`config.mk`:
```
export PLATFORM = sky130hd
export DESIGN_NAME = circular_fifo_with_search_core
export DESIGN_NICKNAME = d
export VERILOG_FILES = /design/src/rtl/core/cfs_pkg.sv /design/src/rtl/core/circular_fifo_with_search_core.sv /design/src/rtl/core/cfs_cell.sv
export SDC_FILE = /design/constraint.sdc
export NUM_CORES = 1
export LEC_CHECK = 0
export ABC_AREA = 1
export BUFFER_PORTS_ARGS = -buffer_cell sky130_fd_sc_hd__buf_2
export CAP_MARGIN = 10
export CORE_UTILIZATION = 45
export DETAILED_ROUTE_END_ITERATION = 8
export GPL_ROUTABILITY_DRIVEN = 0
export PLACE_DENSITY_LB_ADDON = 0.3
export SYNTH_ARGS = -nofsm -noshare
export SYNTH_HDL_FRONTEND = slang
export SYNTH_SLANG_ARGS = --single-unit
```
`constraint.sdc`:
```
create_clock -name clk -period 2.7 [get_ports clk]
set_input_delay 0 -clock clk [delete_from_list [all_inputs] [get_ports clk]]
set_output_delay 0 -clock clk [all_outputs]
set_load 0.1 [all_outputs]
```
`src/rtl/core/cfs_pkg.sv`:
```
`timescale 1ns / 1ps

package cfs_pkg;

	localparam int VALUE_W = 32;
	localparam int CNT_W   = 5;
	localparam int CAP_W   = 5;

	typedef enum logic [1:0] {
		OP_ENQ    = 2'd0,
		OP_DEQ    = 2'd1,
		OP_PEEK   = 2'd2,
		OP_SEARCH = 2'd3
	} op_t;

	typedef enum logic [1:0] {
		ST_OK    = 2'd0,
		ST_FULL  = 2'd1,
		ST_EMPTY = 2'd2
	} status_t;

	typedef enum logic [1:0] {
		S_IDLE = 2'd0,
		S_WALK = 2'd1,
		S_DONE = 2'd2
	} state_t;

	typedef struct packed {
		op_t                operation;
		logic [VALUE_W-1:0] value;
	} in_item_t;

	typedef struct packed {
		status_t            status;
		logic [VALUE_W-1:0] data;
		logic               found;
		logic [CNT_W-1:0]   occupancy;
	} out_item_t;

	typedef struct packed {
		logic valid;
		logic hit;
	} srch_flags_t;

endpackage

```
`src/rtl/core/circular_fifo_with_search_core.sv`:
```
`timescale 1ns / 1ps

// Circular FIFO with search, built as a row of DEPTH cells ordered from head
// to tail. Enqueue writes the cell just past the last occupied one; dequeue
// shifts every cell one place towards the head. For enqueue, dequeue and
// peek, the result is in the output register on the cycle after the item is
// accepted. A search sends the key down the row, one cell per cycle; no other
// item is accepted while it runs. Writing the capacity register (0 acts as 1,
// values above DEPTH act as DEPTH) empties the queue; write it only while the
// block is idle.
module circular_fifo_with_search_core import cfs_pkg::*; #(
	parameter int DEPTH      = 16,
	parameter int DATA_WIDTH = 32
) (
	input  logic             clk,
	input  logic             arst_n,
	input  logic             capacity_we,
	input  logic [CAP_W-1:0] capacity_wdata,
	input  logic             in_valid,
	output logic             in_stall,
	input  in_item_t         in_item,
	output logic             out_valid,
	input  logic             out_stall,
	output out_item_t        out_item
);

	localparam int CAP_MAX = (DEPTH < 31) ? DEPTH : 31;

	state_t           state_q, state_d;
	logic [CNT_W-1:0] count_q, count_d;
	logic [CAP_W-1:0] capacity_q;
	logic             hit_q;
	logic             out_valid_q;
	out_item_t        out_q;
	out_item_t        res;
	logic             launch_q;
	logic [DATA_WIDTH-1:0] launch_key_q;

	logic                  accept;
	logic                  out_free;
	logic                  load_out;
	logic                  enq_ok;
	logic                  deq_ok;
	logic                  launch;
	logic [DATA_WIDTH-1:0] key_w;
	logic [CAP_W-1:0]      cap_clamped;

	logic [DATA_WIDTH-1:0] cell_data [DEPTH];
	logic [DATA_WIDTH-1:0] key_link  [DEPTH+1];
	srch_flags_t           flags_link [DEPTH+1];

	assign out_free = !(out_valid_q && out_stall);
	assign in_stall = (state_q != S_IDLE) || !out_free;
	assign accept   = in_valid && !in_stall;
	assign key_w    = DATA_WIDTH'(in_item.value);
	assign enq_ok   = accept && (in_item.operation == OP_ENQ) && (count_q < capacity_q);
	assign deq_ok   = accept && (in_item.operation == OP_DEQ) && (count_q != '0);
	assign launch   = accept && (in_item.operation == OP_SEARCH);

	always_comb begin
		if (capacity_wdata == '0) begin
			cap_clamped = CAP_W'(1);
		end else if (32'(capacity_wdata) > CAP_MAX) begin
			cap_clamped = CAP_W'(CAP_MAX);
		end else begin
			cap_clamped = capacity_wdata;
		end
	end

	always_comb begin
		count_d = count_q;
		if (enq_ok) begin
			count_d = count_q + CNT_W'(1);
		end else if (deq_ok) begin
			count_d = count_q - CNT_W'(1);
		end
	end

	always_comb begin
		state_d  = state_q;
		load_out = 1'b0;
		res      = '0;
		res.occupancy = count_d;
		unique case (state_q)
			S_IDLE: begin
				if (accept) begin
					case (in_item.operation)
						OP_ENQ: begin
							res.status = (count_q < capacity_q) ? ST_OK : ST_FULL;
							load_out   = 1'b1;
						end
						OP_DEQ, OP_PEEK: begin
							if (count_q == '0) begin
								res.status = ST_EMPTY;
							end else begin
								res.data = VALUE_W'(cell_data[0]);
							end
							load_out = 1'b1;
						end
						default: begin
							state_d = S_WALK;
						end
					endcase
				end
			end
			S_WALK: begin
				if (flags_link[DEPTH].valid) begin
					state_d = S_DONE;
				end
			end
			S_DONE: begin
				res.found = hit_q;
				if (out_free) begin
					load_out = 1'b1;
					state_d  = S_IDLE;
				end
			end
			default: begin
				state_d = S_IDLE;
			end
		endcase
	end

	always_ff @(posedge clk or negedge arst_n) begin
		if (!arst_n) begin
			state_q     <= S_IDLE;
			count_q     <= '0;
			capacity_q  <= CAP_W'(CAP_MAX);
			out_valid_q <= 1'b0;
			launch_q    <= 1'b0;
			hit_q       <= 1'b0;
		end else begin
			state_q  <= state_d;
			launch_q <= launch;
			if (capacity_we) begin
				capacity_q <= cap_clamped;
				count_q    <= '0;
			end else begin
				count_q <= count_d;
			end
			if (load_out) begin
				out_valid_q <= 1'b1;
			end else if (!out_stall) begin
				out_valid_q <= 1'b0;
			end
			if (state_q == S_WALK && flags_link[DEPTH].valid) begin
				hit_q <= flags_link[DEPTH].hit;
			end
		end
	end

	always_ff @(posedge clk) begin
		if (load_out) begin
			out_q <= res;
		end
		if (launch) begin
			launch_key_q <= key_w;
		end
	end

	assign key_link[0]         = launch_key_q;
	assign flags_link[0].valid = launch_q;
	assign flags_link[0].hit   = 1'b0;

	for (genvar i = 0; i < DEPTH; i++) begin : g_cell
		logic [DATA_WIDTH-1:0] next_data;
		if (i == DEPTH - 1) begin : g_last
			assign next_data = '0;
		end else begin : g_mid
			assign next_data = cell_data[i+1];
		end

		cfs_cell #(
			.DATA_WIDTH(DATA_WIDTH)
		) u_cell (
			.clk        (clk),
			.arst_n     (arst_n),
			.occupied   (32'(count_q) > i),
			.load_en    (enq_ok && (32'(count_q) == i)),
			.load_data  (key_w),
			.shift_en   (deq_ok),
			.shift_data (next_data),
			.data       (cell_data[i]),
			.key_in     (key_link[i]),
			.flags_in   (flags_link[i]),
			.key_out    (key_link[i+1]),
			.flags_out  (flags_link[i+1])
		);
	end

	assign out_valid = out_valid_q;
	assign out_item  = out_q;

endmodule

```
`src/rtl/core/cfs_cell.sv`:
```
`timescale 1ns / 1ps

module cfs_cell import cfs_pkg::*; #(
	parameter int DATA_WIDTH = 32
) (
	input  logic                  clk,
	input  logic                  arst_n,
	input  logic                  occupied,
	input  logic                  load_en,
	input  logic [DATA_WIDTH-1:0] load_data,
	input  logic                  shift_en,
	input  logic [DATA_WIDTH-1:0] shift_data,
	output logic [DATA_WIDTH-1:0] data,
	input  logic [DATA_WIDTH-1:0] key_in,
	input  srch_flags_t           flags_in,
	output logic [DATA_WIDTH-1:0] key_out,
	output srch_flags_t           flags_out
);

	logic [DATA_WIDTH-1:0] data_q;
	logic [DATA_WIDTH-1:0] key_s1;
	srch_flags_t           flags_s1;

	always_ff @(posedge clk) begin
		if (load_en) begin
			data_q <= load_data;
		end else if (shift_en) begin
			data_q <= shift_data;
		end
		key_s1 <= key_in;
	end

	always_ff @(posedge clk or negedge arst_n) begin
		if (!arst_n) begin
			flags_s1 <= '0;
		end else begin
			flags_s1.valid <= flags_in.valid;
			flags_s1.hit   <= flags_in.hit
				| (flags_in.valid & occupied & (key_in == data_q));
		end
	end

	assign data      = data_q;
	assign key_out   = key_s1;
	assign flags_out = flags_s1;

endmodule

```
; Word level (Yosys, flattened, before mapping)
; Cells that the tools add are included.
[word_totals]
register_bits = 1111
latch_bits = 0
mem_bits_rw = 0
mem_bits_ro = 0
inputBits = 44
word_cells = 289
memories = 0
[classes]
add_sub_neg = 2
multipliers = 0
div = 0
n_lt_le_gt_ge = 18
n_eq_ne = 41
shifts = 0
mux = 51
n_bitwise = 50
reduce_logical = 53
[op_table]
columns = op, n
row1 = $mux W32, 32
row2 = $eq A32 B32 Y1, 16
row3 = $eq A5 B4 Y1 const B, 8
row4 = $gt A5 B4 Y1 const B, 8
row5 = $reduce_bool A2 Y1, 17
row6 = $and A1 B1 Y1, 32
row7 = $mux W5, 5
row8 = $logic_and A1 B1 Y1, 24
row9 = $eq A5 B3 Y1 const B, 4
row10 = $gt A5 B3 Y1 const B, 4
row11 = $or A1 B1 Y1, 15
row12 = $eq A5 B2 Y1 const B, 2
row13 = $gt A5 B1 Y1 const B, 2
row14 = $gt A5 B2 Y1 const B, 2
row15 = $logic_not A5 Y1, 2
row16 = $mux W2, 5
row17 = $eq A2 B2 Y1 const B, 3
row18 = $mux W1, 6
row19 = $ne A2 B2 Y1 const B, 3
row20 = $pmux W2 S3, 1
row21 = $add A5 B1 Y5 const B, 1
row22 = $eq A5 B1 Y1 const B, 1
row23 = $gt A5 B5 Y1 const B, 1
row24 = $lt A5 B5 Y1, 1
row25 = other kinds (15), 20

; Logic depth before layout (Yosys ltp)
[depth]
ltp_word = 9
depth_mapped = 13
mapped_depth_nobuf = 10

; Hierarchy
; Synthesis repeated with hierarchy kept, for this count alone.
[unflattened]
cells_unflattened = 5155
hier_area_um2 = 45927.8
[modules_own_cells]
columns = mod, n_inst, cells_each, area_each_um2, seq_area_each_um2
row1 = cfs_cell, 16, 300, 2625.0, 1651.6
row2 = circular_fifo_with_search_core, 1, 355, 3927.5, 2538.7

; Worst setup path after synthesis
; No wires, ideal clock.
[synth_timing]
kind = reg2reg
start = register out_valid_q (netlist: out_valid)
end = register g_cell[9].u_cell.data_q[0], enable pin
setup_ns = 0.479
t_arrival_ns = 2.720
required_ns = 2.221
slack_ns = -0.499
path_stages_with_launch = 10
path_buffers = 2
path_cell_list = dfrtp_1 -> nand2_1 -> nand3_2 -> nor2_2 -> nand3_4 -> buf_12 -> nor2_8 -> inv_2 -> clkbuf_1 -> nand2_1
[synth_between]
elab_chain_cells = 8
[synth_lines]
columns = item, line_no
row1 = from (decl), circular_fifo_with_search_core.sv:33  ; logic out_valid_q;
row2 = from (signal assigned), circular_fifo_with_search_core.sv:129  ; out_valid_q <= 1'b0;
row3 = from (signal assigned), circular_fifo_with_search_core.sv:142  ; out_valid_q <= 1'b1;
row4 = from (signal assigned), circular_fifo_with_search_core.sv:144  ; out_valid_q <= 1'b0;
row5 = $logic_and A1 B1 Y1 *, circular_fifo_with_search_core.sv:52  ; assign out_free = !(out_valid_q && out_stall);
row6 = $logic_or A1 B1 Y1 *, circular_fifo_with_search_core.sv:53  ; assign in_stall = (state_q != S_IDLE) || !out_free;
row7 = $logic_not A1 Y1 *, circular_fifo_with_search_core.sv:54  ; assign accept = in_valid && !in_stall;
row8 = $logic_and A1 B1 Y1 *, circular_fifo_with_search_core.sv:54
row9 = $logic_and A1 B1 Y1 (2 in series), circular_fifo_with_search_core.sv:56  ; assign enq_ok = accept && (in_item.operation == OP_ENQ) && (count_q < capacity_q);
row10 = $logic_and A1 B1 Y1, circular_fifo_with_search_core.sv:179  ; .load_en (enq_ok && (32'(count_q) == i)),
row11 = $reduce_bool A2 Y1 (no line) *, n/a
row12 = to (signal assigned), cfs_cell.sv:26  ; data_q <= load_data;
row13 = to (signal assigned), cfs_cell.sv:28  ; data_q <= shift_data;
row14 = to (decl), cfs_cell.sv:20  ; logic [DATA_WIDTH-1:0] data_q;
; Mark *: on every way between the ends. The rest lies on a longest branch, timed or not.
; A chain may end at the register's enable or synchronous reset.

; Worst setup path after layout
[layout_timing]
start = register capacity_q[4]
end = register g_cell[15].u_cell.data_q[4], data pin
[layout_between]
elab_chain_cells = 4
[layout_lines]
columns = item, line_no
row1 = from (decl), circular_fifo_with_search_core.sv:31  ; logic [CAP_W-1:0] capacity_q;
row2 = from (signal assigned), circular_fifo_with_search_core.sv:128  ; capacity_q <= CAP_W'(CAP_MAX);
row3 = from (signal assigned), circular_fifo_with_search_core.sv:136  ; capacity_q <= cap_clamped;
row4 = $lt A5 B5 Y1, circular_fifo_with_search_core.sv:56
row5 = $logic_and A1 B1 Y1, circular_fifo_with_search_core.sv:56
row6 = $logic_and A1 B1 Y1, circular_fifo_with_search_core.sv:179
row7 = $mux W32, cfs_cell.sv:25  ; if (load_en) begin
row8 = to (signal assigned), cfs_cell.sv:26
row9 = to (signal assigned), cfs_cell.sv:28
row10 = to (decl), cfs_cell.sv:20
; No other way between the ends.

==> results.cfg <==
[route]
finalWirelength_mm = 141
drtIter0Drc = 4236
vias = 31700
drc_errors = 0
wl_per_cell_microns = 22.6
ant_nets = 0
drt-pass1-iter-count = 8
via_per_inst = 5.09

[synth]
synth_seq_area_share = 0.644
synth_top_area_cell = edfxtp_1
synth_cell_types = 39
synth-seq-cells = 1111
syn-num-nets = 4664
synth_edf_count = 584
yosys-top-cells-area = edfxtp_1, dfxtp_1, nand2_1
synth_ff_type = edfxtp_1
yosysTopAreaCellShare = 0.399
ys_warn_count = 0
syn_area_per_cell_sq_um = 9.54
syn_inst = 4606
syn_area_sq_um = 44000
async_flop_share = 0.0423

[floorplanning]
dieHeight_microns = 315
num_io_pins = 86
start_util = 0.454
row_count = 114
fp.dieW_microns = 315
core_area_sq_um = 96700
fp.dieArea_sq_um = 98900

[timing]
worstMarginPinSlew_ps = 1210
maxSlewViolCount = 0
max-slew-margin-rel = 0.190
worst_slack_ps = 135
max_freq_mhz = 390
holdWs_ps = 230
hold_violations = 0
period_share = 0.950
period_minus_slack_ps = 2560
finClkSkew_ps = 29.8
setup_viol = 0

[setup_path]
cp-start-kind = flip-flop
critical_path_arrival_ps = 2980
critical_path_required_ps = 3110
worst-setup-path-type = flip-flop to flip-flop
path_max_fanout = 15
cp-end-kind = flip-flop

[clock_tree]
clkLatencyLatePin_ps = 710
cts-root-buf = clkbuf_16
cts.path.max_buffers = 3
htreeDepth = 3
cts_buffers = 109
clkSinkCount = 1111
cts_tree = built
cts.clk_slew.worst_paths_ps = 70

[layout]
final_cells = 6227
final_util = 0.530
synthToLayoutAreaGrowth_pct = 16.6
nNetsFinal = 4906
final_layout_size_suffix_gt1_frac = 0.0969

[placed_design]
dp_hpwl_mm = 102
portBuffers = 85
dpl_worst_slack_ps = 104
dp_cells = 5957

[pwr]
total_power_uw = 39100
power_density_nw_per_um2 = 762
p_leak_uw = 0.0224
max-vdd-ir-drop_mv = 0.496

[grt]
grt_pass1_wl_mm = 200
grt-ovfl-total = 0
grtUsageTotal = 0.284
grt_pass1_vias = 29400
antenna_found_initial = 6
grt_max_degree = 49

[job]
max_cap_viol_count = 0

[min_path]
min-delay-path-class = primary input to flip-flop

[outcome]
outcome = finished clean
synthesized netlist by cell type, types with 14 or more instances:
master and number:
nand3_1 58, o21ai_1 58, o21ai_0 458, inv_2 15, xnor2_1 167, buf_2 58, dfrtp_1 46, dfxtp_1 480
clkbuf_1 59, xor2_1 32, nor2_1 329, edfxtp_1 584, inv_1 670, o22ai_1 17, nand2_1 1421, ha_1 14
nand4_1 50
critical path: stages (launching register included):
cell and delay (ps):
dfstp_2 510, inv_1 50, ha_1 290, nand2_1 60, inv_1 100, nand4_1 170, nand3_4 180, buf_4 290
inv_2 130, nand2_1 130, buf_4 280, nor2_1 80
state kept, by name, indices dropped and copies added (netlist names):
signal and cells:
count_q 5, out_item 40, state_q 2, hit_q 1, launch_key_q 32, g_cell.u_cell.flags_out 32
g_cell.u_cell.key_out 480, launch_q 1, out_valid 1, g_cell.u_cell.data 512, capacity_q 5
what timing repair did:
action | 4_1_cts | 5_1_grt
hold buffers | 54 | 0
resized for setup | 0 | 2
setup endpoints to repair | 0 | 118
hold endpoints to repair | 238 | 0
setup buffers | 0 | 2
stage by stage:
step                      TNS, ps  cell area (sq um)
final                           0              51300
after global routing        -9.29              51200
after CTS                       0              51200
after detailed placement        0              46700
after global placement          0              46700
after floorplan            -21170              44000
power by group:
part           total (uW)  switching (uW)  internal [uW]
clock               16500            6890           9660
sequential          19200             613          18600
combinational        3330            2530            808
kinds of logic after synthesis:
kind of cell / count (synthesis) / share of synthesized area
AO/OA/AOI/OAI: 562 / 0.0661
XOR/XNOR: 199 / 0.0397
adder cells (fa/ha/maj): 14 / 0.00399
buffers and inverters: 821 / 0.0740
flip-flops: 1111 / 0.644
AND/OR/NAND/NOR: 1899 / 0.172
worst paths after layout:
| check | slack [ps] | cells after the start | to | from |
|---|---|---|---|---|
| max reg2reg | 140 | 11 | g_cell[15].u_cell.data[4] | capacity_q[4] |
| min | 230 | 3 | count_q[2] | capacity_we |
| max in group asynchronous | 1070 | 4 | count_q[4] | arst_n |
| min in group asynchronous | 490 | 3 | capacity_q[4] | arst_n |
| min reg2reg | 350 | 0 | g_cell[1].u_cell.key_out[5] | g_cell[0].u_cell.key_out[5] |
| max | 140 | 11 | g_cell[15].u_cell.data[4] | capacity_q[4] |
placed cells by master, fill, tap and decap left out, types with 17 or more instances in the layout:
cell type	netlist	layout
clkbuf_8	0	18
xor2_1	32	32
xnor2_1	167	167
inv_1	670	669
o21ai_1	58	58
nand4_1	50	50
dlygate4sd3_1	0	54
buf_12	1	34
nand2_1	1421	1407
dfrtp_1	46	45
nand3_1	58	58
clkbuf_16	0	116
edfxtp_1	584	584
o21ai_0	458	458
dfxtp_1	480	480
nor2_1	329	327
buf_2	58	85
buf_4	4	94
o22ai_1	17	17
metal layers:
layer | vias up | GRT usage | part of all wire
li1 | 15000 | - | -
met1 | 14700 | 0.401 | 0.42
met2 | 1681 | 0.416 | 0.42
met3 | 266 | 0.0598 | 0.11
met4 | 4 | 0.134 | 0.052
met5 | - | 0 | 0.00016
cell type report:
| cell class | count | area, sq um |
|---|---|---|
| clock buffers | 150 | 3210 |
| diodes | 6 | 15.0 |
| repair buffers | 267 | 2350 |
| clock inverters | 58 | 746 |
| multi-input cells | 2674 | 12400 |
| fillers | 8399 | 45500 |
| inverters | 685 | 2570 |
| flip-flops and latches | 1111 | 28300 |
| well taps | 1276 | 1600 |
Power figures use the tool's default switching activity.
